`config.mk`:
```
export PLATFORM = sky130hd
export DESIGN_NAME = hbs_front
export DESIGN_NICKNAME = d
export VERILOG_FILES = /design/src/hdl/hbs_pkg.sv /design/src/hdl/hbs_front.sv
export SDC_FILE = /design/constraint.sdc
export NUM_CORES = 1
export LEC_CHECK = 0
export BUFFER_PORTS_ARGS = -buffer_cell sky130_fd_sc_hd__buf_2
export CORE_ASPECT_RATIO = 1.2
export CORE_MARGIN = 2
export CORE_UTILIZATION = 41
export DETAILED_ROUTE_END_ITERATION = 8
export GPL_TIMING_DRIVEN = 0
export PLACE_DENSITY_LB_ADDON = 0.05
export SLEW_MARGIN = 20
export SYNTH_ARGS = -nofsm -noshare
export SYNTH_HDL_FRONTEND = slang
export SYNTH_SLANG_ARGS = --single-unit
```
`constraint.sdc`:
```
create_clock -name clock -period 9.6 [get_ports clock]
set_input_delay 0.96 -clock clock [delete_from_list [all_inputs] [get_ports clock]]
set_output_delay 0.96 -clock clock [all_outputs]
set_load 0.05 [all_outputs]
```
`src/hdl/hbs_pkg.sv`:
```
// Shared constants and types for the hash bucket scatter block.
`timescale 1ns / 1ps
`default_nettype none
package hbs_pkg;

   // Table geometry and field widths
   localparam int HASH_ENTRIES = 1024;
   localparam int HASH_W       = $clog2(HASH_ENTRIES);
   localparam int LOAD_IDX_W   = HASH_W + 1;
   localparam int MAX_CHUNKS   = 65536;
   localparam int COUNT_W      = 17;
   localparam int SUM_W        = COUNT_W + 1;
   localparam int POS_W        = 32;
   localparam int SLOT_W       = 16;
   localparam int NAME_W       = 16;
   localparam int OP_W         = 2;

   // Table entry: used flag above the bucket end
   localparam int ENTRY_W      = COUNT_W + 1;

   // Stream word widths
   localparam int REQ_DATA_W   = 64;
   localparam int RSP_DATA_W   = 88;

   // Command queue between front and back
   localparam int QUEUE_DEPTH  = 2;
   localparam int QUEUE_PTR_W  = 1;
   localparam int QUEUE_CNT_W  = 2;

   // Operation codes
   localparam logic [OP_W-1:0] OP_START = 2'd0;
   localparam logic [OP_W-1:0] OP_LOAD  = 2'd1;
   localparam logic [OP_W-1:0] OP_PLACE = 2'd2;

   // Result kinds
   localparam logic KIND_LIMIT = 1'b0;
   localparam logic KIND_PLACE = 1'b1;

   // Decoded command held in the queue
   typedef struct packed {
      logic [OP_W-1:0]    op;
      logic [COUNT_W-1:0] count;
      logic [POS_W-1:0]   position;
      logic [HASH_W-1:0]  hash;
   } cmd_type;

   // Table port request from the back end
   typedef struct packed {
      logic               re;
      logic [HASH_W-1:0]  raddr;
      logic               we;
      logic [HASH_W-1:0]  waddr;
      logic [ENTRY_W-1:0] wdata;
   } ram_req_type;

endpackage
`default_nettype wire

```
`src/hdl/hbs_front.sv`:
```
// Front end: accepts request words, drops unknown operations, queues commands.
`timescale 1ns / 1ps
`default_nettype none
module hbs_front
   import hbs_pkg::*;
(
   input  wire                   clock,
   input  wire                   reset,
   input  wire                   req_tvalid,
   output logic                  req_tready,
   input  wire  [REQ_DATA_W-1:0] req_tdata,
   input  wire  [OP_W-1:0]       req_tuser,
   output logic                  cmd_valid,
   input  wire                   cmd_ready,
   output cmd_type               cmd
);

   cmd_type                cmd_in;
   cmd_type                q_mem_ff [QUEUE_DEPTH];
   logic [QUEUE_PTR_W-1:0] wr_ptr_ff, wr_ptr_in;
   logic [QUEUE_PTR_W-1:0] rd_ptr_ff, rd_ptr_in;
   logic [QUEUE_CNT_W-1:0] count_ff, count_in;
   logic                   accept;
   logic                   known_op;
   logic                   push;
   logic                   pop;

   // Unpack the word and classify the operation
   always_comb begin
      cmd_in.op       = req_tuser;
      cmd_in.count    = req_tdata[COUNT_W-1:0];
      cmd_in.position = req_tdata[COUNT_W+POS_W-1:COUNT_W];
      cmd_in.hash     = req_tdata[COUNT_W+POS_W+HASH_W-1:COUNT_W+POS_W];
      case (req_tuser)
         OP_START, OP_LOAD, OP_PLACE: known_op = 1'b1;
         default:                     known_op = 1'b0;
      endcase
   end

   assign req_tready = (count_ff != QUEUE_CNT_W'(QUEUE_DEPTH));
   assign accept     = req_tvalid && req_tready;
   assign push       = accept && known_op;
   assign cmd_valid  = (count_ff != '0);
   assign pop        = cmd_valid && cmd_ready;
   assign cmd        = q_mem_ff[rd_ptr_ff];

   // Advance pointers and occupancy
   always_comb begin
      wr_ptr_in = wr_ptr_ff;
      rd_ptr_in = rd_ptr_ff;
      count_in  = count_ff;
      if (push) begin
         wr_ptr_in = (wr_ptr_ff == QUEUE_PTR_W'(QUEUE_DEPTH - 1)) ? '0 : wr_ptr_ff + 1'b1;
      end
      if (pop) begin
         rd_ptr_in = (rd_ptr_ff == QUEUE_PTR_W'(QUEUE_DEPTH - 1)) ? '0 : rd_ptr_ff + 1'b1;
      end
      if (push && !pop) begin
         count_in = count_ff + 1'b1;
      end else if (pop && !push) begin
         count_in = count_ff - 1'b1;
      end
   end

   always_ff @(posedge clock) begin
      if (reset) begin
         wr_ptr_ff <= '0;
         rd_ptr_ff <= '0;
         count_ff  <= '0;
      end else begin
         wr_ptr_ff <= wr_ptr_in;
         rd_ptr_ff <= rd_ptr_in;
         count_ff  <= count_in;
      end
   end

   // Queue storage
   always_ff @(posedge clock) begin
      if (push) begin
         q_mem_ff[wr_ptr_ff] <= cmd_in;
      end
   end

endmodule
`default_nettype wire

```
==> impl_metrics.tcl <==
set metrics [dict create \
    status "complete, no violations" \
    avgRoutedWirePerCell_um 15.9 \
    r2r_cells 4 \
    num_antenna_cells 0 \
    pin_count 133 \
    post-route-min-period_ns 2.69 \
    async_reset_ff_frac 0 \
    die-width_um 101 \
    synth_seq_cells 127 \
    r2r_start "count_ff[0]" \
    grt_max_degree 32 \
    p_per_area_nw_per_um2 322 \
    overflow 0 \
    endpoint_kind "output port" \
    start_util 0.420 \
    rrSetupSlack_ns 7.70 \
    r2r-end "q_mem_ff[0][44]" \
    final.period_utilization 0.281 \
    drv_cap 0 \
    syn_inst 215 \
    clkTransAtPathRegs_ns 0.06 \
    tns_ns 0 \
    htreeDepth 4 \
    globalplace.congestion 0.667 \
    power_mw 1.96 \
    synth_warnings 0 \
    cts_hold_buf 0 \
    arrival_ns 1.73 \
    dieArea_sq_um 12200 \
    ys.flop_type "edfxtp_1" \
    fmax_ghz 0.371 \
    drtIter0Drc 96 \
    num_rows 42 \
    critical_path.startpoint_type "flop" \
    grt_pass1_vias 2462 \
    die_y_um 120 \
    rsz0062_at_grt "false" \
    cts_sinks 127 \
    path_class "flop to output port" \
    viasPerCell 4.76 \
    synth_area_per_cell_sq_um 21.5 \
    holdCritStartpoint "rd_ptr_ff" \
    relSlewSlack 0.610 \
    clock_latency_ns 0.40 \
    hold_viol_final 0 \
    totalWireLength_mm 8.11 \
    root_buffer "clkbuf_16" \
    design.core.area_sq_um 11000 \
    antenna_found_initial 0 \
    drive_gt1_frac 0.610 \
    dpl.hpwl_mm 5.31 \
    cts_buffer_depth 2 \
    seq_area_frac_synth 0.813 \
    setup_viol 0 \
    whs_path_depth 2 \
    area_growth_pct 31.3 \
    hold_end "rd_ptr_ff" \
    cp_max_fo 10 \
    tightest_slew_ns 0.584 \
    skew_ns 0.00664 \
    drc 0 \
    holdWs_ns 0.514 \
    post_cts_resized 0 \
    synthesis.nets 286 \
    cts_setup_buffers 0 \
    vias 2422 \
    irDropWorstVdd_uv 172 \
    syn-cell-area_sq_um 4630 \
    portBuffers 127 \
    numCtsBuffers 17 \
    cts_tree "done" \
    grt_pass1_wl_mm 12.1 \
    nNetsFinal 435 \
    synth-edff-count 122 \
    synth.distinct_cells 17 \
    required_ns 8.64 \
    antenna_left 0 \
    min_path_type "flop to flop" \
    track_usage 0.138 \
    power.leakage_nw 2.29 \
    slew_violations 0 \
    first_pass_iters 4 \
]
## sequential cells by signal (all words and copies together), names as in the netlist, named ones only
register / cells
q_mem_ff: 122
count_ff: 2
rd_ptr_ff: 1
wr_ptr_ff: 1
## worst max-delay path, cell delays in order, from the launching register on
cell and delay, ns:
dfxtp_1 0.30, buf_2 0.17, buf_2 0.28, mux2_2 0.37
buf_2 0.21
## metrics by stage
stage / util / cells / instance area (sq um) / worst slack [ns]
floorplan: - / 215 / 4630 / 5.16
global placement: 0.492 / 474 / 5430 / 3.19
detailed placement: 0.498 / 477 / 5500 / 7.09
CTS: 0.551 / 509 / 6080 / 6.83
global route: 0.551 / 509 / 6080 / 6.78
finish: 0.551 / 509 / 6080 / 6.91
## area by class of cell
type,count,area [sq um]
multi-input cells,81,841
flip-flops and latches,127,3760
clock inverters,14,149
clock buffers,18,429
plain buffers,7,35.0
fillers,903,4960
repair buffers,130,696
well taps,132,165
## cells in the final DEF, fill, tap and decap left out
master	synthesis	final
clkinv_2	0	2
and2_4	0	1
clkbuf_1	0	1
nand2_1	1	1
clkinv_1	0	5
edfxtp_1	122	122
mux2_2	61	61
or2_2	1	1
clkbuf_16	0	17
nor2_1	4	4
nor2b_4	0	1
nor2b_1	2	1
dfxtp_1	5	5
buf_12	0	3
xor2_1	3	3
and3_4	1	1
bufinv_16	0	3
buf_2	7	134
ha_1	1	1
mux2_4	1	1
nand2b_4	1	1
clkinvlp_4	0	4
o21ai_0	2	2
a21oi_1	1	1
or3_1	1	1
## synthesized netlist by cell type, types with 2 or more instances
cell type,n,area (sq um)
buf_2,7,35.0
dfxtp_1,5,100
edfxtp_1,122,3660
mux2_2,61,687
nor2_1,4,15.0
nor2b_1,2,12.5
o21ai_0,2,10.0
xor2_1,3,26.3
## worst max-delay path by stage
stage,start,to,slack [ns],cells after the start
after floorplan,req_tuser[0],q_mem_ff[0][0],5.16,3
after global placement,req_tuser[0],q_mem_ff[0][37],3.19,4
after detailed placement,req_tuser[0],q_mem_ff[0][37],7.09,5
after CTS,flop,cmd[53],6.83,4
after global routing,flop,cmd[52],6.78,4
final,flop,cmd[54],6.91,4
## per-layer routing
layer | part of all wire | routed length [um] | global-route usage | up-vias
li1 | - | - | - | 1157
met1 | 0.40 | 3270 | 0.153 | 1167
met2 | 0.50 | 4100 | 0.223 | 85
met3 | 0.068 | 555 | 0.0549 | 13
met4 | 0.024 | 195 | 0.0802 | 0
met5 | 0 | 0 | 0 | -
## cell families after synthesis
kind of cell	Yosys count	synth area share
flops	127	0.813
fa+ha+maj	1	0.00270
compound gates	3	0.00324
mux	62	0.152
xor+xnor	3	0.00568
simple gates	12	0.0162
buf+inv	7	0.00757
## report_power, final
| group | total, mW | internal, mW | switching, mW |
|---|---|---|---|
| clock network | 0.620 | 0.402 | 0.218 |
| registers | 0.703 | 0.686 | 0.0178 |
| logic | 0.635 | 0.185 | 0.450 |
| total | 1.96 | 1.27 | 0.686 |
(Power assumes the default switching activity.)
