<file path="src/hdl/hbs_ram.sv">
// Generic single-write, single-read RAM with registered read data.
`timescale 1ns / 1ps
`default_nettype none
module hbs_ram #(
   parameter int WIDTH = 8,
   parameter int DEPTH = 16
) (
   input  wire                      clock,
   input  wire                      we,
   input  wire  [$clog2(DEPTH)-1:0] waddr,
   input  wire  [WIDTH-1:0]         wdata,
   input  wire                      re,
   input  wire  [$clog2(DEPTH)-1:0] raddr,
   output logic [WIDTH-1:0]         rdata
);

   logic [WIDTH-1:0] mem_ff [DEPTH];

   // Write port, and read data that holds until the next read
   always_ff @(posedge clock) begin
      if (we) begin
         mem_ff[waddr] <= wdata;
      end
      if (re) begin
         rdata <= mem_ff[raddr];
      end
   end

endmodule
`default_nettype wire

</file>
<file path="config.mk">
export PLATFORM = sky130hd
export DESIGN_NAME = hbs_ram
export DESIGN_NICKNAME = d
export VERILOG_FILES = /design/src/hdl/hbs_ram.sv
export SDC_FILE = /design/constraint.sdc
export NUM_CORES = 1
export LEC_CHECK = 0
export BUFFER_PORTS_ARGS = -buffer_cell sky130_fd_sc_hd__buf_4
export CORE_MARGIN = 10
export CORE_UTILIZATION = 60
export CTS_CLUSTER_DIAMETER = 200
export DETAILED_ROUTE_END_ITERATION = 12
export GPL_TIMING_DRIVEN = 0
export HOLD_SLACK_MARGIN = 0.02
export PLACE_DENSITY = 0.88
export SLEW_MARGIN = 20
export SYNTH_ARGS = -nofsm -noshare
export SYNTH_HDL_FRONTEND = slang
export SYNTH_SLANG_ARGS = --single-unit
</file>
<file path="constraint.sdc">
create_clock -name clock -period 3.2 [get_ports clock]
set_clock_uncertainty 0.15 [all_clocks]
set_input_delay 0.64 -clock clock [delete_from_list [all_inputs] [get_ports clock]]
set_output_delay 0.64 -clock clock [all_outputs]
set_load 0.01 [all_outputs]
</file>
==> impl_metrics.yaml, run 1 <==
sta:
  rsz0062_at_grt: "no"
  worstMarginPinSlew_ps: 825.8
  final_hold_viol_count: 0
  max_clock_freq_mhz: 508.1
  setup_viol: 0
  maxSlewHeadroom_pct: 44.74
  slew_violations: 0
  finalWorstSetupSlack_ps: 1232
  tns_ps: 0
  post-route-period-util_pct: 61.50
  post-route-min-period_ps: 1968
clocking:
  cts-root-buf: "clkbuf_8"
  clkTransAtPathRegs_ps: 60
  cts_tree: "built"
  cts_buffers: 17
  cts_resized: 0
  cts.sinks: 136
  cts_hold_buf: 0
  post-cts-setup-buffers: 0
  cts_max_level: 4
  worstSkewPairLatency_ps: 530
  clockBufferDepth: 2
setup_path:
  cp.required_ps: 3200
  startpoint_type: "primary input"
  r2r_start: "mem_ff[3][7]"
  crit_fanout: 8
  cp.arrival_ps: 1970
  path_class: "primary input to register"
  cp-startpoint: "waddr[2]"
  endpoint_kind: "register"
final_layout:
  areaGrowthSynthToFinish_pct: 17.78
  fillers: 436
  finalNetCount: 292
  antennaDiodeCount: 0
  drive_gt1_share_pct: 30.77
route:
  drt-initial-drc-count: 176
  wire_per_inst_um: 26.68
  wirelength_mm: 10.43
  vias: 2520
  via_per_inst: 6.445
  drtPass1Iterations: 4
  final_antenna_net_count: 0
  drc_errors: 0
global_routing:
  grt_pass1_wl_mm: 15.81
  track_usage_pct: 16.95
  grt_pass1_vias: 2632
  antenna_found_initial: 0
  grt_start_max_net_pins: 17
  gr-total-overflow: 0
synthesis:
  syn_inst: 229
  ys_seq_elements: 136
  synth_top_area_cell: "edfxtp_1"
  ys_seq_area_share_pct: 78.12
  avgSynthCellArea_um2: 22.83
  ys_types: 18
  synth_area_um2: 5228
  syn_nets: 248
  synth_top_area_share_pct: 78.12
  yosys_warnings: 0
  synth.area.top_cells: "edfxtp_1 78%, mux4_2 7.8%, mux4_1 7.0%"
floorplanning:
  io_pins: 27
  start_util_pct: 62.68
  fp.dieH_um: 113.3
  dieArea_um2: 12850
  rows: 33
  die_w_um: 113.3
  coreArea_um2: 8341
min_path:
  hold_path_class: "primary input to register"
  hp-start: "re"
power:
  powerDensity_nw_per_um2: 674.2
  leakage_nw: 2.056
  totalPowerFinal_mw: 4.151
  worst_ir_drop_vdd_mv: 0.4181
run:
  max_cap_viol_count: 0
placement:
  port_buffers: 25
  place_ws_ps: 698.0
  dp_hpwl_mm: 6.290
  gp_congestion: 0.7346
run_status:
  status: "finished clean"
-- placed cells by master, fill, tap and decap left out, drive strengths merged, types with 2 or more instances in the layout --
| master | n |
|---|---|
| inv | 3 |
| nor3 | 4 |
| bufinv | 3 |
| edfxtp | 136 |
| buf | 32 |
| nand3b | 2 |
| mux4 | 32 |
| nand2b | 2 |
| clkdlybuf4s25 | 3 |
| nor2 | 13 |
| nand2 | 9 |
| clkbuf | 17 |
| clkinv | 5 |
| clkinvlp | 4 |
| a22oi | 16 |
-- cell type report --
cell class              count  area (um2)  area share (%)
flip-flops and latches    136        4084           66.33
multi-input cells          83        1077           17.50
clock buffers              17       414.1           6.726
repair buffers             25       187.7           3.048
clock inverters            15       176.4           2.865
well taps                 105       131.4           2.134
plain buffers              10       86.33           1.402
-- where the power goes --
group / internal (mW) / total, mW / switching, mW
Combinational: 0.0883 / 0.203 / 0.114
Sequential: 2.01 / 2.02 / 0.0109
Clock: 1.19 / 1.93 / 0.742
Total: 3.28 / 4.15 / 0.868
-- path summary, 6_finish.rpt --
| path | to | slack [ps] | cells past startpoint |
|---|---|---|---|
| worst max-delay path | mem_ff[2][0] | 1230 | 3 |
| worst min-delay path | rdata[7] | 240 | 1 |
| worst max register to register | rdata[7] | 1470 | 3 |
| worst min register to register | rdata[2] | 600 | 3 |
-- critical path, stage by stage --
cell and delay [ps]:
buf_4 120, or3b_2 540, nor2_1 660
-- synth_stat cells, drive strengths merged --
| library cell | number |
|---|---|
| a22oi | 16 |
| and2 | 1 |
| and2b | 1 |
| buf | 7 |
| clkdlybuf4s25 | 3 |
| edfxtp | 136 |
| mux4 | 32 |
| nand2 | 9 |
| nand2b | 2 |
| nand3 | 1 |
| nand3b | 2 |
| nor2 | 13 |
| nor2b | 1 |
| nor3 | 4 |
| or3b | 1 |
-- cells by family after synthesis --
logic type / Yosys count / share of synthesized area, %
DFF: 136 / 78.12
and+or+nand+nor: 35 / 3.136
muxes: 32 / 14.79
AOI/OAI and AO/OA: 16 / 2.298
buffers and inverters: 10 / 1.651
-- through the flow --
step,utilization [%],cell area [um2],cells,hold WS [ps]
floorplan,-,5228,229,554.8
global placement,66.50,5547,359,582.9
detailed placement,66.62,5557,359,596.7
CTS,73.70,6147,391,232.4
global route,73.82,6157,391,237.9
finish,73.82,6157,391,236.5
-- registers in the layout, indices dropped and copies added (netlist names) --
register and flops:
mem_ff 128, rdata 8
-- routing by layer --
layer | track usage [%] | wire [um] | up-vias
met2 | 25.73 | 5097 | 141
met5 | 0 | 0 | -
li1 | - | - | 1077
met3 | 6.445 | 1053 | 21
met4 | 7.614 | 213 | 0
met1 | 21.26 | 4067 | 1281
Note: power is estimated with default switching activity, not from simulation.
==> run 2, diff against run 1 <==
--- a/config.mk
+++ b/config.mk
@@ -5,6 +5,7 @@
 export SDC_FILE = /design/constraint.sdc
 export NUM_CORES = 1
 export LEC_CHECK = 0
+export ABC_AREA = 1
 export BUFFER_PORTS_ARGS = -buffer_cell sky130_fd_sc_hd__buf_4
 export CORE_MARGIN = 10
 export CORE_UTILIZATION = 60
==> constraint.sdc (replaced) <==
create_clock -name clock -period 2.01 [get_ports clock]
set_clock_uncertainty 0.15 [all_clocks]
set_input_delay 0.402 -clock clock [delete_from_list [all_inputs] [get_ports clock]]
set_output_delay 0.402 -clock clock [all_outputs]
set_load 0.01 [all_outputs]
==> run 2 against run 1 <==
Clock power up 54%. Count of clock-buffer cells in the layout up 1. Final area up 9.8%. Critical path depth down 2. Register-to-register slack worse by 820 ps. Utilization down 1.7 points. Critical path type is now register to output port.
==> impl_metrics.yaml, run 2 <==
run_status:
  status: "finished clean"
power:
  power_frac_clock_pct: 44.9
  worst_ir_drop_vdd_mv: 0.8268
  pwr-share-comb_pct: 6.6
  power.switching_mw: 1.523
  leakage_nw: 2.911
  sw_frac_of_total_pct: 22.99
  cell_internal_pwr_mw: 5.103
  pwr-share-seq_pct: 48.5
  powerDensity_nw_per_um2: 980.3
sta:
  max_clock_freq_mhz: 624.7
  worstMarginPinSlew_ps: 896.1
  post-route-min-period_ps: 1601
  tns_ps: 0
  maxSlewHeadroom_pct: 40.04
  rsz0062_at_grt: "no"
  timing.hold.ws_ps: 89.58
  setup_viol: 0
  final_hold_viol_count: 0
  slew_violations: 0
  post-route-period-util_pct: 79.64
synthesis:
  async_reset_ff_share_pct: 0
  synth_edf_count: 136
  synth.most_common_cell: "nand2_1"
  yosys_warnings: 0
  synth_area_um2: 5847
  synth_top_area_cell: "edfxtp_1"
  synthTopCellsByCount: "173 x nand2_1, 136 x edfxtp_1, 100 x inv_1, 97 x nand3_1, 17 x nor2_1"
  syn_nets: 570
  avgSynthCellArea_um2: 10.61
  synth_top_area_share_pct: 69.85
  ys_seq_area_share_pct: 69.85
  syn_inst: 551
  synth-main-ff-cell: "edfxtp_1"
  ys_types: 11
  ys_seq_elements: 136
  synth.area.top_cells: "edfxtp_1 70%, nand2_1 11%, nand3_1 8.3%"
global_routing:
  grt_pass1_vias: 3989
  antenna_found_initial: 0
  grt_start_max_net_pins: 17
  gr-total-overflow: 0
  grt_pass1_wl_mm: 22.05
  track_usage_pct: 20.37
floorplanning:
  fp.dieH_um: 118.7
  io_pins: 27
  dieArea_um2: 14090
  coreArea_um2: 9371
  start_util_pct: 62.39
  rows: 35
  die_w_um: 118.7
setup_path:
  cp.arrival_ps: 1050
  cp.required_ps: 1460
  startpoint_type: "register"
  worstPathCellList: "buf_4"
  path_delay_family: "flip-flops"
  cp-startpoint: "rdata[3]"
  cp_slowest_stage_delay_ps: 370
  crit_buf_inv: 1
  endpoint_kind: "output port"
  crit_fanout: 1
  r2r_start: "mem_ff[7][3]"
  path_class: "register to output port"
  crit_slowest_cell: "edfxtp_1"
min_path:
  hp-start: "wdata[2]"
  hold_path_class: "primary input to register"
final_layout:
  layout.cells.non_filler: 736
  regMostFlops: "mem_ff"
  areaGrowthSynthToFinish_pct: 15.60
  drive_gt1_share_pct: 12.85
  final_common_cell: "nand2_1"
  multi_input_area_um2: 1214
  fin_util_pct: 72.12
  largest_reg_flops: 128
  top_regs: "mem_ff: 128 flops, rdata: 8 flops"
  fillers: 647
  antennaDiodeCount: 0
  regArea_um2: 4084
  finalNetCount: 613
  final_cell_mix: "173 x nand2_1, 136 x edfxtp_1, 100 x inv_1"
clocking:
  cts_max_level: 4
  clockBufferDepth: 2
  cts_buffers: 17
  worstSkewPairLatency_ps: 520
  cts_resized: 0
  cts_tree: "built"
  clkTransAtPathRegs_ps: 60
  cts_hold_buf: 1
  post-cts-setup-buffers: 0
  cts.sinks: 136
  cts-root-buf: "clkbuf_8"
placement:
  place_inst: 703
  gp_congestion: 0.9666
  port_buffers: 23
  dp_hpwl_mm: 9.087
route:
  drt-initial-drc-count: 572
  wirelength_mm: 14.28
  vias: 4127
  drtPass1Iterations: 5
  via_per_inst: 5.607
  final_antenna_net_count: 0
  wire_per_inst_um: 19.40
  drc_errors: 0
run:
  max_cap_viol_count: 0
run 2: cell types whose count changed after synthesis, sizes merged, moves of 2 or more:
cell	change
nand2	+164
inv	+102
nand3	+96
mux4	-32
buf	+17
a22oi	-16
nor2	+4
nor3	-4
clkdlybuf4s25	-3
nand2b	-2
run 2: cell families (layout without fill, tap and decap cells):
kind of cell  after synthesis  after routing  synth area share, %
buf+inv                   126            182                9.394
flops                     136            136                69.85
simple gates              289            289                20.76
run 2: cell type report:
class	instances	area share, %
buffer	24	2.462
clock buffer	18	6.183
clock inverter	14	2.221
inverter	102	5.665
multi-input combinational	289	17.96
sequential	136	60.42
tap	129	2.388
timing repair buffer	24	2.703
run 2: path summary, 6_finish.rpt:
check | to | depth (start not counted) | slack [ps]
max | rdata[3] | 1 | 410
min | mem_ff[1][2] | 1 | 90
max reg2reg | rdata[3] | 6 | 650
min reg2reg | rdata[4] | 6 | 640
run 2: per-stage QoR:
step	power, mW	area, um2	setup slack, ps
floorplan	3.500	5847	507.2
global placement	3.675	6181	71.28
detailed placement	3.693	6181	10.02
CTS	6.625	6759	391.8
global route	6.829	6759	369.8
finish	6.626	6759	409.2
run 2: power groups by stage:
stage                     clock network [mW]  logic (mW)  registers [mW]
after detailed placement                   0       0.422            3.27
after CTS                               2.98       0.429            3.21
after global placement                     0       0.408            3.27
final                                   2.98       0.437            3.21
after global routing                    3.14       0.474            3.22
after floorplan                            0       0.224            3.28
run 2: routing by layer:
metal | global-route usage [%] | share of wire, % | wire, um
met5 | 0 | 0 | 0
met4 | 6.641 | 1.7 | 239
met3 | 5.188 | 13 | 1884
met2 | 31.85 | 47 | 6730
met1 | 27.25 | 38 | 5423
==> run 3, diff against run 2 <==
--- a/config.mk
+++ b/config.mk
@@ -5,7 +5,7 @@
 export SDC_FILE = /design/constraint.sdc
 export NUM_CORES = 1
 export LEC_CHECK = 0
-export ABC_AREA = 1
+export ABC_AREA = 0
 export BUFFER_PORTS_ARGS = -buffer_cell sky130_fd_sc_hd__buf_4
 export CORE_MARGIN = 10
 export CORE_UTILIZATION = 60
==> constraint.sdc (replaced) <==
create_clock -name clock -period 1.6 [get_ports clock]
set_clock_uncertainty 0.15 [all_clocks]
set_input_delay 0.32 -clock clock [delete_from_list [all_inputs] [get_ports clock]]
set_output_delay 0.32 -clock clock [all_outputs]
set_load 0.01 [all_outputs]
==> run 3 against run 2 <==
The run now ends with negative setup slack left. Via count decreased by 37%. Highest routed layer unchanged. Largest power group unchanged. Hold slack got worse by 5.5 ps. Sequential power increased by 26%. Power increased by 22%. Critical path depth increased by 2. Non-clock buffer count decreased by 4. Utilization increased by 2.8 points. Clock power increased by 21%. Flip-flop and latch count unchanged.
==> impl_metrics.yaml, run 3 (same netlist as run 1, synthesis figures left out) <==
run_status:
  status: "finished, violations left"
  violations: "negative setup slack"
floorplanning:
  fp.dieH_um: 113.3
  rows: 33
  dieArea_um2: 12850
  io_pins: 27
  coreArea_um2: 8341
  start_util_pct: 62.68
  die_w_um: 113.3
placement:
  port_buffers: 25
  dp_hpwl_mm: 6.372
  gp_congestion: 0.7355
  place_inst: 359
power:
  power_frac_clock_pct: 44.5
  power.switching_mw: 1.803
  leakage_nw: 2.038
  sw_frac_of_total_pct: 22.22
  pwr-share-seq_pct: 49.8
  worst_ir_drop_vdd_mv: 1.165
  totalPowerFinal_mw: 8.114
  cell_internal_pwr_mw: 6.311
  powerDensity_nw_per_um2: 1298
  pwr-share-comb_pct: 5.7
setup_path:
  cp.required_ps: 1710
  path_class: "register to register"
  worst-r2r-cell-count: 3
  crit_fanout: 1
  r2r_start: "mem_ff[8][6]"
  startpoint_type: "register"
  timing.rr.end: "rdata[6]"
  cp.arrival_ps: 1760
  endpoint_kind: "register"
  r2r_slack_ps: -50
final_layout:
  drive_gt1_share_pct: 38.64
  layout.cells.non_filler: 400
  final_common_cell: "edfxtp_1"
  finalNetCount: 301
  final_cell_mix: "136 x edfxtp_1, 32 x mux4_2, 25 x buf_4"
  regMostFlops: "mem_ff"
  largest_reg_flops: 128
  top_regs: "mem_ff: 128 flops, rdata: 8 flops"
  areaGrowthSynthToFinish_pct: 19.58
  fin_util_pct: 74.95
  antennaDiodeCount: 0
  fillers: 443
route:
  via_per_inst: 6.520
  final_antenna_net_count: 0
  vias: 2608
  drtPass1Iterations: 4
  drt-initial-drc-count: 282
  drc_errors: 0
  wirelength_mm: 11.10
  wire_per_inst_um: 27.75
global_routing:
  grt_pass1_vias: 2651
  track_usage_pct: 18.21
  grt_pass1_wl_mm: 16.99
  gr-total-overflow: 0
  antenna_found_initial: 0
  grt_start_max_net_pins: 17
clocking:
  cts_tree: "built"
  cts_buffers: 17
  clockBufferDepth: 2
  cts-root-buf: "clkbuf_8"
  clkTransAtPathRegs_ps: 60
  post-cts-setup-buffers: 0
  worstSkewPairLatency_ps: 530
  cts.sinks: 136
  cts_max_level: 4
min_path:
  hp-start: "waddr[1]"
  hold_depth: 2
  hold_path_class: "primary input to register"
  hold_end: "mem_ff[0][1]"
sta:
  final_hold_viol_count: 0
  rsz0062_at_grt: "yes"
  post-route-period-util_pct: 103.0
  max_clock_freq_mhz: 606.7
  finalWorstSetupSlack_ps: -48.25
  setup_viol: 3
  slew_violations: 0
  maxSlewHeadroom_pct: 38.49
  worstMarginPinSlew_ps: 917.6
  post-route-min-period_ps: 1648
run:
  max_cap_viol_count: 0
run 3: changes by cell type in the layout (fill, tap and decap cells not counted), sizes merged, moves of 2 or more:
cell           change
nor3               +4
buf               -15
nand3             -96
mux4              +32
nand2            -164
nand2b             +2
clkdlybuf4s25      +3
a22oi             +16
nor2               -4
dlygate4sd3        +8
inv              -100
run 3: final cells by class:
type | count | area (um2) | share of cell area, %
buffer | 10 | 120.1 | 1.922
clock buffer | 17 | 414.1 | 6.625
clock inverter | 15 | 142.6 | 2.282
multi-input combinational | 83 | 1081 | 17.29
sequential | 136 | 4084 | 65.33
tap | 105 | 131.4 | 2.102
timing repair buffer | 34 | 277.8 | 4.444
run 3: what timing repair did:
| item | CTS | global route |
|---|---|---|
| pin swaps | 2 | 0 |
| hold endpoints to repair | 136 | 0 |
| setup endpoints to repair | 6 | 6 |
| hold buffers | 9 | 0 |
| gates resized for setup | 11 | 1 |
run 3: metal layers:
layer | part of all wire, % | up-vias | GRT usage (%)
met4 | 1.9 | 0 | 5.753
met1 | 40 | 1323 | 24.41
li1 | - | 1077 | -
met5 | 0 | - | 0
met3 | 9.5 | 18 | 6.022
met2 | 49 | 190 | 27.65
run 3: how the worst max path moves through the flow:
stage / slack [ps] / end / from
final: -50 / rdata[6] / mem_ff[8][6]
after global routing: -90 / rdata[6] / mem_ff[8][6]
after CTS: -20 / rdata[4] / mem_ff[7][4]
after detailed placement: -530 / mem_ff[12][3] / waddr[3]
after global placement: -420 / mem_ff[12][1] / we
after floorplan: -90 / rdata[2] / raddr[0]
run 3: metrics by stage:
step	setup WS, ps	TNS, ps	cell area (um2)	hold WS [ps]
floorplan	-88.98	-596.8	5255	268.9
global placement	-419.7	-32430	5574	446.1
detailed placement	-527.3	-35890	5574	463.2
CTS	-19.89	-38.92	6241	69.56
global route	-89.79	-217.4	6251	72.97
finish	-48.25	-101.1	6251	84.05
run 3: power by group through the flow:
stage | Sequential, mW | Combinational, mW | Clock [mW]
after global placement | 4.10 | 0.407 | 0
after CTS | 4.04 | 0.463 | 3.62
final | 4.04 | 0.466 | 3.61
after global routing | 4.04 | 0.496 | 3.80
after detailed placement | 4.11 | 0.422 | 0
after floorplan | 4.11 | 0.223 | 0
run 3: worst max-delay path, stage by stage, from the launching register on:
cell and delay [ps]:
edfxtp_1 430, mux4_2 540, a22oi_2 180, nand2_1 100
