`src/hdl/hbs_pkg.sv`:
```
// Shared constants and types for the hash bucket scatter block.
`timescale 1ns / 1ps
`default_nettype none
package hbs_pkg;

   // Table geometry and field widths
   localparam int HASH_ENTRIES = 1024;
   localparam int HASH_W       = $clog2(HASH_ENTRIES);
   localparam int LOAD_IDX_W   = HASH_W + 1;
   localparam int MAX_CHUNKS   = 65536;
   localparam int COUNT_W      = 17;
   localparam int SUM_W        = COUNT_W + 1;
   localparam int POS_W        = 32;
   localparam int SLOT_W       = 16;
   localparam int NAME_W       = 16;
   localparam int OP_W         = 2;

   // Table entry: used flag above the bucket end
   localparam int ENTRY_W      = COUNT_W + 1;

   // Stream word widths
   localparam int REQ_DATA_W   = 64;
   localparam int RSP_DATA_W   = 88;

   // Command queue between front and back
   localparam int QUEUE_DEPTH  = 2;
   localparam int QUEUE_PTR_W  = 1;
   localparam int QUEUE_CNT_W  = 2;

   // Operation codes
   localparam logic [OP_W-1:0] OP_START = 2'd0;
   localparam logic [OP_W-1:0] OP_LOAD  = 2'd1;
   localparam logic [OP_W-1:0] OP_PLACE = 2'd2;

   // Result kinds
   localparam logic KIND_LIMIT = 1'b0;
   localparam logic KIND_PLACE = 1'b1;

   // Decoded command held in the queue
   typedef struct packed {
      logic [OP_W-1:0]    op;
      logic [COUNT_W-1:0] count;
      logic [POS_W-1:0]   position;
      logic [HASH_W-1:0]  hash;
   } cmd_type;

   // Table port request from the back end
   typedef struct packed {
      logic               re;
      logic [HASH_W-1:0]  raddr;
      logic               we;
      logic [HASH_W-1:0]  waddr;
      logic [ENTRY_W-1:0] wdata;
   } ram_req_type;

endpackage
`default_nettype wire

```
`src/hdl/hbs_back.sv`:
```
// Back end: counters, bucket table updates and the result register.
`timescale 1ns / 1ps
`default_nettype none
module hbs_back
   import hbs_pkg::*;
(
   input  wire                 clock,
   input  wire                 reset,
   input  wire                 cmd_valid,
   output logic                cmd_ready,
   input  cmd_type             cmd,
   output ram_req_type         ram_req,
   input  wire  [ENTRY_W-1:0]  ram_rdata,
   output logic                rsp_valid,
   input  wire                 rsp_ready,
   output logic                rsp_kind,
   output logic [COUNT_W-1:0]  rsp_limit,
   output logic [SLOT_W-1:0]   rsp_slot,
   output logic [POS_W-1:0]    rsp_position,
   output logic [NAME_W-1:0]   rsp_name
);

   localparam logic ST_IDLE = 1'b0;
   localparam logic ST_WAIT = 1'b1;
   localparam logic [SUM_W-1:0] MAX_SUM = SUM_W'(MAX_CHUNKS);

   logic                  state_ff, state_in;
   logic [COUNT_W-1:0]    total_ff, total_in;
   logic [LOAD_IDX_W-1:0] load_idx_ff, load_idx_in;
   logic [NAME_W-1:0]     name_ff, name_in;
   logic [HASH_W-1:0]     hash_ff, hash_in;
   logic [POS_W-1:0]      pos_ff, pos_in;
   logic                  rsp_valid_ff, rsp_valid_in;
   logic                  rsp_kind_ff, rsp_kind_in;
   logic [COUNT_W-1:0]    rsp_limit_ff, rsp_limit_in;
   logic [SLOT_W-1:0]     rsp_slot_ff, rsp_slot_in;
   logic [POS_W-1:0]      rsp_pos_ff, rsp_pos_in;
   logic [NAME_W-1:0]     rsp_name_ff, rsp_name_in;
   logic                  out_free;
   logic                  pop;
   logic [SUM_W-1:0]      sum;
   logic [COUNT_W-1:0]    sat_sum;
   logic                  entry_used;
   logic [COUNT_W-1:0]    entry_end;
   logic [COUNT_W-1:0]    end_dec;

   assign out_free  = !rsp_valid_ff || rsp_ready;
   assign cmd_ready = (state_ff == ST_IDLE) && out_free;
   assign pop       = cmd_valid && cmd_ready;

   // Saturating running total
   assign sum     = {1'b0, total_ff} + {1'b0, cmd.count};
   assign sat_sum = (sum > MAX_SUM) ? MAX_SUM[COUNT_W-1:0] : sum[COUNT_W-1:0];

   assign entry_used = ram_rdata[ENTRY_W-1];
   assign entry_end  = ram_rdata[COUNT_W-1:0];
   assign end_dec    = entry_end - 1'b1;

   always_comb begin
      state_in     = state_ff;
      total_in     = total_ff;
      load_idx_in  = load_idx_ff;
      name_in      = name_ff;
      hash_in      = hash_ff;
      pos_in       = pos_ff;
      rsp_valid_in = rsp_valid_ff && !rsp_ready;
      rsp_kind_in  = rsp_kind_ff;
      rsp_limit_in = rsp_limit_ff;
      rsp_slot_in  = rsp_slot_ff;
      rsp_pos_in   = rsp_pos_ff;
      rsp_name_in  = rsp_name_ff;
      ram_req      = '0;
      case (state_ff)
         ST_IDLE: begin
            if (pop) begin
               case (cmd.op)
                  OP_START: begin
                     total_in    = '0;
                     load_idx_in = '0;
                     name_in     = '0;
                  end
                  OP_LOAD: begin
                     // Store the bucket end or mark the hash unused
                     if (load_idx_ff < LOAD_IDX_W'(HASH_ENTRIES)) begin
                        load_idx_in   = load_idx_ff + 1'b1;
                        ram_req.we    = 1'b1;
                        ram_req.waddr = load_idx_ff[HASH_W-1:0];
                        if (cmd.count > COUNT_W'(1)) begin
                           total_in      = sat_sum;
                           ram_req.wdata = {1'b1, sat_sum};
                           rsp_valid_in  = 1'b1;
                           rsp_kind_in   = KIND_LIMIT;
                           rsp_limit_in  = sat_sum;
                           rsp_slot_in   = '0;
                           rsp_pos_in    = '0;
                           rsp_name_in   = '0;
                        end else begin
                           ram_req.wdata = '0;
                        end
                     end
                  end
                  OP_PLACE: begin
                     // Fetch the bucket end, finish in the wait state
                     ram_req.re    = 1'b1;
                     ram_req.raddr = cmd.hash;
                     hash_in       = cmd.hash;
                     pos_in        = cmd.position;
                     state_in      = ST_WAIT;
                  end
                  default: begin
                  end
               endcase
            end
         end
         ST_WAIT: begin
            // Once the result register is free, decrement the end and emit the placement if the bucket has room
            if (out_free) begin
               state_in = ST_IDLE;
               if (entry_used && (entry_end != '0)) begin
                  ram_req.we    = 1'b1;
                  ram_req.waddr = hash_ff;
                  ram_req.wdata = {1'b1, end_dec};
                  rsp_valid_in  = 1'b1;
                  rsp_kind_in   = KIND_PLACE;
                  rsp_limit_in  = '0;
                  rsp_slot_in   = end_dec[SLOT_W-1:0];
                  rsp_pos_in    = pos_ff;
                  rsp_name_in   = name_ff;
                  name_in       = name_ff + 1'b1;
               end
            end
         end
         default: begin
            state_in = ST_IDLE;
         end
      endcase
   end

   always_ff @(posedge clock) begin
      if (reset) begin
         state_ff     <= ST_IDLE;
         total_ff     <= '0;
         load_idx_ff  <= '0;
         name_ff      <= '0;
         rsp_valid_ff <= 1'b0;
      end else begin
         state_ff     <= state_in;
         total_ff     <= total_in;
         load_idx_ff  <= load_idx_in;
         name_ff      <= name_in;
         rsp_valid_ff <= rsp_valid_in;
      end
   end

   // Payload registers
   always_ff @(posedge clock) begin
      hash_ff      <= hash_in;
      pos_ff       <= pos_in;
      rsp_kind_ff  <= rsp_kind_in;
      rsp_limit_ff <= rsp_limit_in;
      rsp_slot_ff  <= rsp_slot_in;
      rsp_pos_ff   <= rsp_pos_in;
      rsp_name_ff  <= rsp_name_in;
   end

   assign rsp_valid    = rsp_valid_ff;
   assign rsp_kind     = rsp_kind_ff;
   assign rsp_limit    = rsp_limit_ff;
   assign rsp_slot     = rsp_slot_ff;
   assign rsp_position = rsp_pos_ff;
   assign rsp_name     = rsp_name_ff;

endmodule
`default_nettype wire

```
`config.mk`:
```
export PLATFORM = sky130hd
export DESIGN_NAME = hbs_back
export DESIGN_NICKNAME = d
export VERILOG_FILES = /design/src/hdl/hbs_pkg.sv /design/src/hdl/hbs_back.sv
export SDC_FILE = /design/constraint.sdc
export NUM_CORES = 1
export LEC_CHECK = 0
export BUFFER_PORTS_ARGS = -buffer_cell sky130_fd_sc_hd__buf_2
export CORE_ASPECT_RATIO = 0.6
export CORE_MARGIN = 3
export CORE_UTILIZATION = 29
export CTS_CLUSTER_SIZE = 16
export DETAILED_ROUTE_END_ITERATION = 16
export GPL_TIMING_DRIVEN = 1
export HOLD_SLACK_MARGIN = 0.05
export PLACE_DENSITY = 0.47
export SLEW_MARGIN = 5
export SYNTH_ARGS = -nofsm -noshare
export SYNTH_HDL_FRONTEND = slang
export SYNTH_SLANG_ARGS = --single-unit
```
`constraint.sdc`:
```
create_clock -name clock -period 6.6 [get_ports clock]
set_input_delay 1.32 -clock clock [delete_from_list [all_inputs] [get_ports clock]]
set_output_delay 1.32 -clock clock [all_outputs]
set_load 0.005 [all_outputs]
```
==> out/metrics.cfg, run 1 <==
[synth]
synth_seq_area_share = 0.583
ys_ff_latch = 170
ys_warn_count = 0
synth_area_um2 = 7960
synthArstFlopShare = 0
ys.flop_type = edfxtp_1
syn-num-nets = 793
synth_cell_types = 61
synth_cells = 689
syn_area_per_cell_um2 = 11.6
synth_enable_flop_cells = 124

[routing]
routed-via-count = 6151
wl_um = 24500
post_drt_wl_per_cell_um = 19.4
first_iter_violations = 403
dr.pass1.iters = 5
drtAntennaViolNets = 0
drc = 0
routed_via_density = 4.85

[timing]
max_freq_mhz = 182
slew_headroom = 0.320
holdWs_ps = 462
worstMarginPinSlew_ps = 1010
slew_violations = 0
period_share = 0.831
finalHoldViolations = 0
skew_ps = 12.9
tns_ps = 0
setup-violations-final = 0
period_minus_slack_ps = 5480
grt_setup_unrepaired = no

[power_and_ir_drop]
power.leakage_nw = 3.96
p_switching_w = 0.000620
internal_power_w = 0.00182
clkPwrFrac = 0.427
power_density_nw_per_um2 = 244
p_seq_frac = 0.483
ir_worst_vdd_mv = 0.159
comb_power_share = 0.090
p_sw_frac = 0.254
total_power_w = 0.00244

[job]
drv_cap = 0

[cts]
htree_levels = 4
path_clk_slew_ps = 70
cts_sinks = 170
tritoncts = built
postCtsSetupBuffers = 0
clock-root-buffer = clkbuf_16
cts_buffers = 17
cts_buffer_depth = 2
clk_latency_ps = 440
cts_resized = 0
hold_buffers = 0

[worst_setup_path]
path_cells = buf_2, ha_1, fa_1, a21oi_1, o221a_2, o22ai_2, a21oi_1, a2111oi_4, o21ai_1, a2bb2o_1, buf_2
reg2reg_from = total_ff[0]
ff2ff_path_depth = 9
ff2ff_setup_slack_ps = 2860
cp_slowest_cell = o21ai_1
required_ps = 5280
crit_type = in -> out
critPathCaptureType = primary output
worstReg2RegEnd = rsp_limit[8]
critPathMaxStageDelay_ps = 530
cp_data_arrival_time_ps = 4160
crit_path_start_kind = primary input
cp_max_fo = 7

[final_layout]
fillers = 2684
seq_area_um2 = 4650
nets = 998
most-common-layout-cells = 206 x buf_2, 124 x edfxtp_1, 65 x and2_1
stdcell_area_um2 = 10000
multi_input_area_um2 = 3160
area_growth_pct = 25.7
drive_above_1_share = 0.305
layout_commonest_cell = buf_2

[die]
dieArea_um2 = 29600
dieWidth_um = 220
placementRows = 46
start_util = 0.298
ioPinCount = 207
fp.dieH_um = 134
coreArea_um2 = 26700

[grt]
grt_max_degree = 89
globalRouteOverflowTotal = 0
grt_pass1_wl_um = 36300
track_usage = 0.167
grt_pass1_vias = 5858
antenna_found_initial = 0

[min_path]
worstHoldEndpoint = total_ff[0]
min_path_cells = 2
min-delay-start = total_ff[0]
hold_class = reg -> reg

[placed_design]
dp_hpwl_um = 18400
io_buffers = 206
placed_area_um2 = 9410
gp_congestion = 0.902

[status]
status = completed

## synth_stat cells (all sizes together), types with 3 or more instances
| cell | instances | area [um^2] |
|---|---|---|
| and2 | 65 | 407 |
| nor2b | 11 | 68.8 |
| a211oi | 11 | 95.1 |
| nand2b | 16 | 100 |
| a22o | 10 | 87.6 |
| o21ai | 25 | 125 |
| nand2 | 49 | 184 |
| ha | 20 | 250 |
| edfxtp | 124 | 3720 |
| o211ai | 6 | 55.1 |
| o32ai | 5 | 43.8 |
| o211a | 3 | 30.0 |
| inv | 13 | 48.8 |
| clkbuf | 22 | 82.6 |
| nand3 | 23 | 115 |
| buf | 8 | 38.8 |
| and4 | 4 | 35.0 |
| dfxtp | 46 | 921 |
| a21oi | 37 | 193 |
| or4 | 3 | 22.5 |
| or3 | 13 | 81.3 |
| xor2 | 27 | 236 |
| nor3 | 14 | 75.1 |
| nand3b | 4 | 30.0 |
| nor2 | 34 | 130 |
| nand4 | 8 | 56.3 |
| o22ai | 10 | 68.8 |
| and3 | 8 | 50.1 |
| a2111oi | 4 | 72.6 |
| o31ai | 12 | 104 |
| o31a | 3 | 26.3 |
| nor4 | 8 | 50.1 |
| o21a | 6 | 45.0 |
| or2 | 11 | 68.8 |
| xnor2 | 9 | 78.8 |
## power groups by stage
| stage | sequential [W] | combinational (W) | clock, W |
|---|---|---|---|
| finish | 0.00118 | 0.000219 | 0.00104 |
| global route | 0.00118 | 0.000241 | 0.00112 |
| detailed placement | 0.00120 | 0.000218 | 0 |
| floorplan | 0.00121 | 0.000111 | 0 |
| global placement | 0.00120 | 0.000220 | 0 |
| CTS | 0.00118 | 0.000219 | 0.00108 |
## through the flow
step	instances	util	worst slack (ps)
detailed placement	1235	0.352	1200
floorplan	689	-	1640
CTS	1267	0.375	1180
finish	1268	0.375	1120
global placement	1235	0.352	1290
global route	1267	0.375	968
## registers in the layout, summed over array words and instances, names as in the netlist, 10 cells and up
register      count
rsp_name         16
hash_ff          10
name_ff          16
total_ff         17
load_idx_ff      11
pos_ff           32
rsp_position     32
rsp_slot         16
rsp_limit        17
## routing by layer
layer / GRT usage / up-vias / share of wire
met5: 0 / - / 0
met4: 0.0529 / 0 / 0.014
met3: 0.0589 / 24 / 0.092
met2: 0.222 / 232 / 0.40
met1: 0.249 / 2931 / 0.50
li1: - / 2964 / -
## logic make-up after synthesis
logic type | Yosys count | share of synthesized area
AOI/OAI and AO/OA | 145 | 0.133
and+or+nand+nor | 274 | 0.189
DFF | 170 | 0.583
xor gates and xnor gates | 36 | 0.0396
adders and majority gates | 21 | 0.0339
buffers and inverters | 43 | 0.0214
## worst max path at each step
stage	slack (ps)	from	endpoint	cells after the start
after floorplan	1640	cmd[42]	ram_req[4]	11
after global placement	1290	cmd[42]	ram_req[9]	11
after detailed placement	1200	cmd[42]	ram_req[5]	11
after CTS	1180	cmd[42]	ram_req[5]	11
after global routing	970	cmd[42]	ram_req[5]	11
final	1120	cmd[42]	ram_req[14]	11
## layout make-up
type / count / area share
well taps: 360 / 0.0450
clock buffers: 17 / 0.0425
repair buffers: 216 / 0.110
multi-input cells: 476 / 0.315
diodes: 1 / 0.000250
clock inverters: 15 / 0.0176
inverters: 13 / 0.00487
flip-flops and latches: 170 / 0.464
## critical path, delay by kind of cell
family	cells	cell delay, ps
AOI/OAI and AO/OA	7	1930
buffers and inverters	2	230
adders and majority gates	2	680
Power figures use the tool's default switching activity.
==> inputs of run 2 (changes only) <==
clock period = 5.3 ns   (was 6.6 ns; I/O delays follow)
==> out/metrics.cfg, run 2 (same netlist as run 1, synthesis figures left out) <==
[final_layout]
utilization = 0.377
most-common-layout-cells = 206 x buf_2, 124 x edfxtp_1, 65 x and2_1
nets = 1001
drive_above_1_share = 0.307
stdcell_count = 1270
fillers = 2685
seq_area_um2 = 4650
area_growth_pct = 26.3
multi_input_area_um2 = 3160
layout_commonest_cell = buf_2
diodes = 0

[worst_setup_path]
path_cells = buf_2, ha_1, fa_1, a21oi_1, o221a_2, o22ai_2, a21oi_1, and3_1, nor2_2, buf_4, o32ai_1, buf_2
crit_type = in -> out
critPathMaxStageDelay_ps = 440
cp_slowest_cell = fa_1
cp_data_arrival_time_ps = 3920
cp_top_family = compound AO/OA/AOI/OAI gates
critPathCaptureType = primary output
required_ps = 4240
cp_num_buf_inv = 3
crit_path_start_kind = primary input
cp_max_fo = 14

[timing]
period_share = 0.939
worstMarginPinSlew_ps = 961
period_minus_slack_ps = 4980
skew_ps = 12.8
grt_setup_unrepaired = no
slew_violations = 0
max_freq_mhz = 201
setup-violations-final = 0
tns_ps = 0
slew_headroom = 0.359
finalHoldViolations = 0

[cts]
clk_latency_ps = 440
cts_buffer_depth = 2
cts_sinks = 170
htree_levels = 4
postCtsSetupBuffers = 0
clock-root-buffer = clkbuf_16
tritoncts = built
path_clk_slew_ps = 70
cts_resized = 0
hold_buffers = 0
cts_buffers = 17

[die]
fp.dieH_um = 134
dieWidth_um = 220
start_util = 0.298
placementRows = 46
dieArea_um2 = 29600
coreArea_um2 = 26700
ioPinCount = 207

[grt]
grt_max_degree = 89
grt_pass1_wl_um = 35300
grt_pass1_vias = 5654
antenna_found_initial = 1
track_usage = 0.162
globalRouteOverflowTotal = 0

[placed_design]
dp.cells = 1238
gp_congestion = 0.905
dp_hpwl_um = 17900
io_buffers = 206

[routing]
drc = 0
routed-via-count = 6138
routed_via_density = 4.83
first_iter_violations = 438
dr.pass1.iters = 5
drtAntennaViolNets = 0
wl_um = 23900
post_drt_wl_per_cell_um = 18.9

[job]
drv_cap = 0

[min_path]
hold_class = reg -> reg

[power_and_ir_drop]
power_density_nw_per_um2 = 304
power.leakage_nw = 3.97
ir_worst_vdd_mv = 0.181

[status]
status = completed

run 2: cell count changes in the layout (fill, tap and decap cells not counted), sizes merged:
cell,change
clkinvlp,+2
buf,+3
inv,-4
diode,-1
bufinv,+1
clkbuf,+1
run 2: layer usage:
metal | GRT usage | vias to the layer above | part of all wire
li1 | - | 2974 | -
met1 | 0.249 | 2933 | 0.51
met2 | 0.214 | 207 | 0.39
met3 | 0.0557 | 22 | 0.086
met4 | 0.0407 | 2 | 0.0094
met5 | 0 | - | 0.00050
run 2: worst register-to-register path, delay by kind of cell (launching register included):
family | cells | cell delay [ps]
flip-flops | 1 | 320
AND/OR/NAND/NOR | 3 | 1210
adder cells (fa/ha/maj) | 2 | 670
AO/OA/AOI/OAI | 4 | 1320
run 2: area by class of cell:
type                            instances  area share
Timing Repair Buffer                  219       0.113
Multi-Input combinational cell        476       0.314
Inverter                               13     0.00485
Sequential cell                       170       0.462
Tap cell                              360      0.0448
Clock buffer                           18      0.0427
Clock inverter                         14      0.0184
run 2: power by group:
group / internal, W / switching (W)
clock: 0.000754 / 0.000566
sequential: 0.00146 / 0.00000992
combinational: 0.0000992 / 0.000172
total: 0.00231 / 0.000748
run 2: per-stage QoR:
stage               power [W]  setup slack (ps)  cell area [um^2]  hold slack [ps]
floorplan             0.00164               795              7960              429
global placement      0.00177               427              9440              451
detailed placement    0.00177               374              9440              454
CTS                   0.00311               350             10100              473
global route          0.00318               161             10100              488
finish                0.00306               322             10100              469
run 2: worst paths after layout:
path / from / endpoint / slack (ps) / cells after the start
worst max-delay path: cmd[42] / ram_req[10] / 320 / 12
worst min-delay path: total_ff[0] / total_ff[0] / 470 / 2
worst max register to register: total_ff[0] / rsp_limit[8] / 1570 / 9
worst min register to register: total_ff[0] / total_ff[0] / 470 / 2
==> inputs of run 3 (changes only) <==
clock period = 5.85 ns   (was 5.3 ns; I/O delays follow)
==> out/metrics.cfg, run 3 (same netlist as run 1, synthesis figures left out) <==
[worst_setup_path]
required_ps = 4680
cp_data_arrival_time_ps = 4070
cp_num_buf_inv = 2
cp_max_fo = 12
path_cells = buf_2, ha_1, fa_1, a21oi_1, o221a_2, o22ai_2, a21oi_1, and3_1, nor2_2, o31ai_1, buf_2
cp_top_family = compound AO/OA/AOI/OAI gates
crit_type = in -> out
critPathMaxStageDelay_ps = 470
critPathCaptureType = primary output
crit_path_start_kind = primary input
cp_slowest_cell = o31ai_1
ff2ff_setup_slack_ps = 2030

[routing]
drc = 0
dr.pass1.iters = 5
routed_via_density = 4.85
post_drt_wl_per_cell_um = 19.5
routed-via-count = 6142
drtAntennaViolNets = 0
first_iter_violations = 493
wl_um = 24700

[die]
fp.dieH_um = 134
placementRows = 46
dieWidth_um = 220
start_util = 0.298
coreArea_um2 = 26700
ioPinCount = 207
dieArea_um2 = 29600

[placed_design]
io_buffers = 206
gp_congestion = 0.916
dp_hpwl_um = 18200

[job]
drv_cap = 0

[timing]
max_freq_mhz = 191
worstMarginPinSlew_ps = 1070
tns_ps = 0
period_share = 0.895
grt_setup_unrepaired = no
slew_violations = 0
period_minus_slack_ps = 5240
slew_headroom = 0.276
skew_ps = 10.9
finalHoldViolations = 0
setup-violations-final = 0

[grt]
grt_pass1_wl_um = 36000
track_usage = 0.167
grt_max_degree = 56
antenna_found_initial = 2
globalRouteOverflowTotal = 0
grt_pass1_vias = 5708

[final_layout]
utilization = 0.374
nets = 997
most-common-layout-cells = 206 x buf_2, 124 x edfxtp_1, 65 x and2_1
drive_above_1_share = 0.304
area_growth_pct = 25.3
layout_commonest_cell = buf_2
fillers = 2653

[cts]
cts_buffers = 17
clk_latency_ps = 450
htree_levels = 4
postCtsSetupBuffers = 0
path_clk_slew_ps = 70
cts_buffer_depth = 2
tritoncts = built
clock-root-buffer = clkbuf_16
cts_sinks = 170
cts_resized = 0
hold_buffers = 0

[power_and_ir_drop]
p_seq_frac = 0.490
clkPwrFrac = 0.420
internal_power_w = 0.00201
p_sw_frac = 0.261
power_density_nw_per_um2 = 273
total_power_w = 0.00272
ir_worst_vdd_mv = 0.144
p_switching_w = 0.000710
comb_power_share = 0.090
power.leakage_nw = 3.94

[status]
status = completed

[min_path]
hold_class = reg -> reg

## run 3: path summary, 6_finish.rpt
check | depth (start not counted) | end | start
setup / recovery | 11 | ram_req[7] | cmd[42]
setup reg to reg | 8 | rsp_limit[8] | total_ff[14]
hold / removal | 2 | total_ff[0] | total_ff[0]
hold reg to reg | 2 | total_ff[0] | total_ff[0]
## run 3: worst reg2reg max path: stages, from the launching register on
cell and delay (ps):
dfxtp_1 330, ha_1 370, a21oi_1 220, o21ai_0 420
nor4_1 510, nand4b_1 280, a2111oi_2 510, nand4_2 440
a2111oi_2 540
## run 3: area by class of cell
class / count / area (um^2) / area share
Sequential cell: 170 / 4650 / 0.465
Multi-Input combinational cell: 476 / 3160 / 0.316
Timing Repair Buffer: 215 / 1100 / 0.110
Tap cell: 360 / 450 / 0.0451
Clock buffer: 17 / 425 / 0.0426
Clock inverter: 15 / 153 / 0.0153
Inverter: 13 / 48.8 / 0.00489
Antenna cell: 1 / 2.50 / 0.000251
## run 3: power by group through the flow
stage	registers, W	clock network (W)	logic, W
2_1_floorplan	0.00136	0	0.000125
3_3_place_gp	0.00136	0	0.000244
3_5_place_dp	0.00136	0	0.000242
4_1_cts	0.00133	0.00118	0.000243
5_1_grt	0.00134	0.00123	0.000267
6_report	0.00133	0.00114	0.000244
## run 3: routing by layer
| layer | up-vias | GRT usage | wire, um |
|---|---|---|---|
| met5 | - | 0 | 7 |
| met4 | 2 | 0.0511 | 382 |
| met3 | 27 | 0.0609 | 2210 |
| met2 | 242 | 0.221 | 9670 |
| met1 | 2903 | 0.249 | 12400 |
| li1 | 2968 | - | - |
## run 3: stage by stage
step	hold WS [ps]	worst slack (ps)	instance area [um^2]	cells
floorplan	429	1190	7960	689
detailed placement	453	696	9400	1234
CTS	469	686	9980	1266
global route	485	434	9980	1267
finish	469	613	9980	1267
global placement	452	799	9400	1234
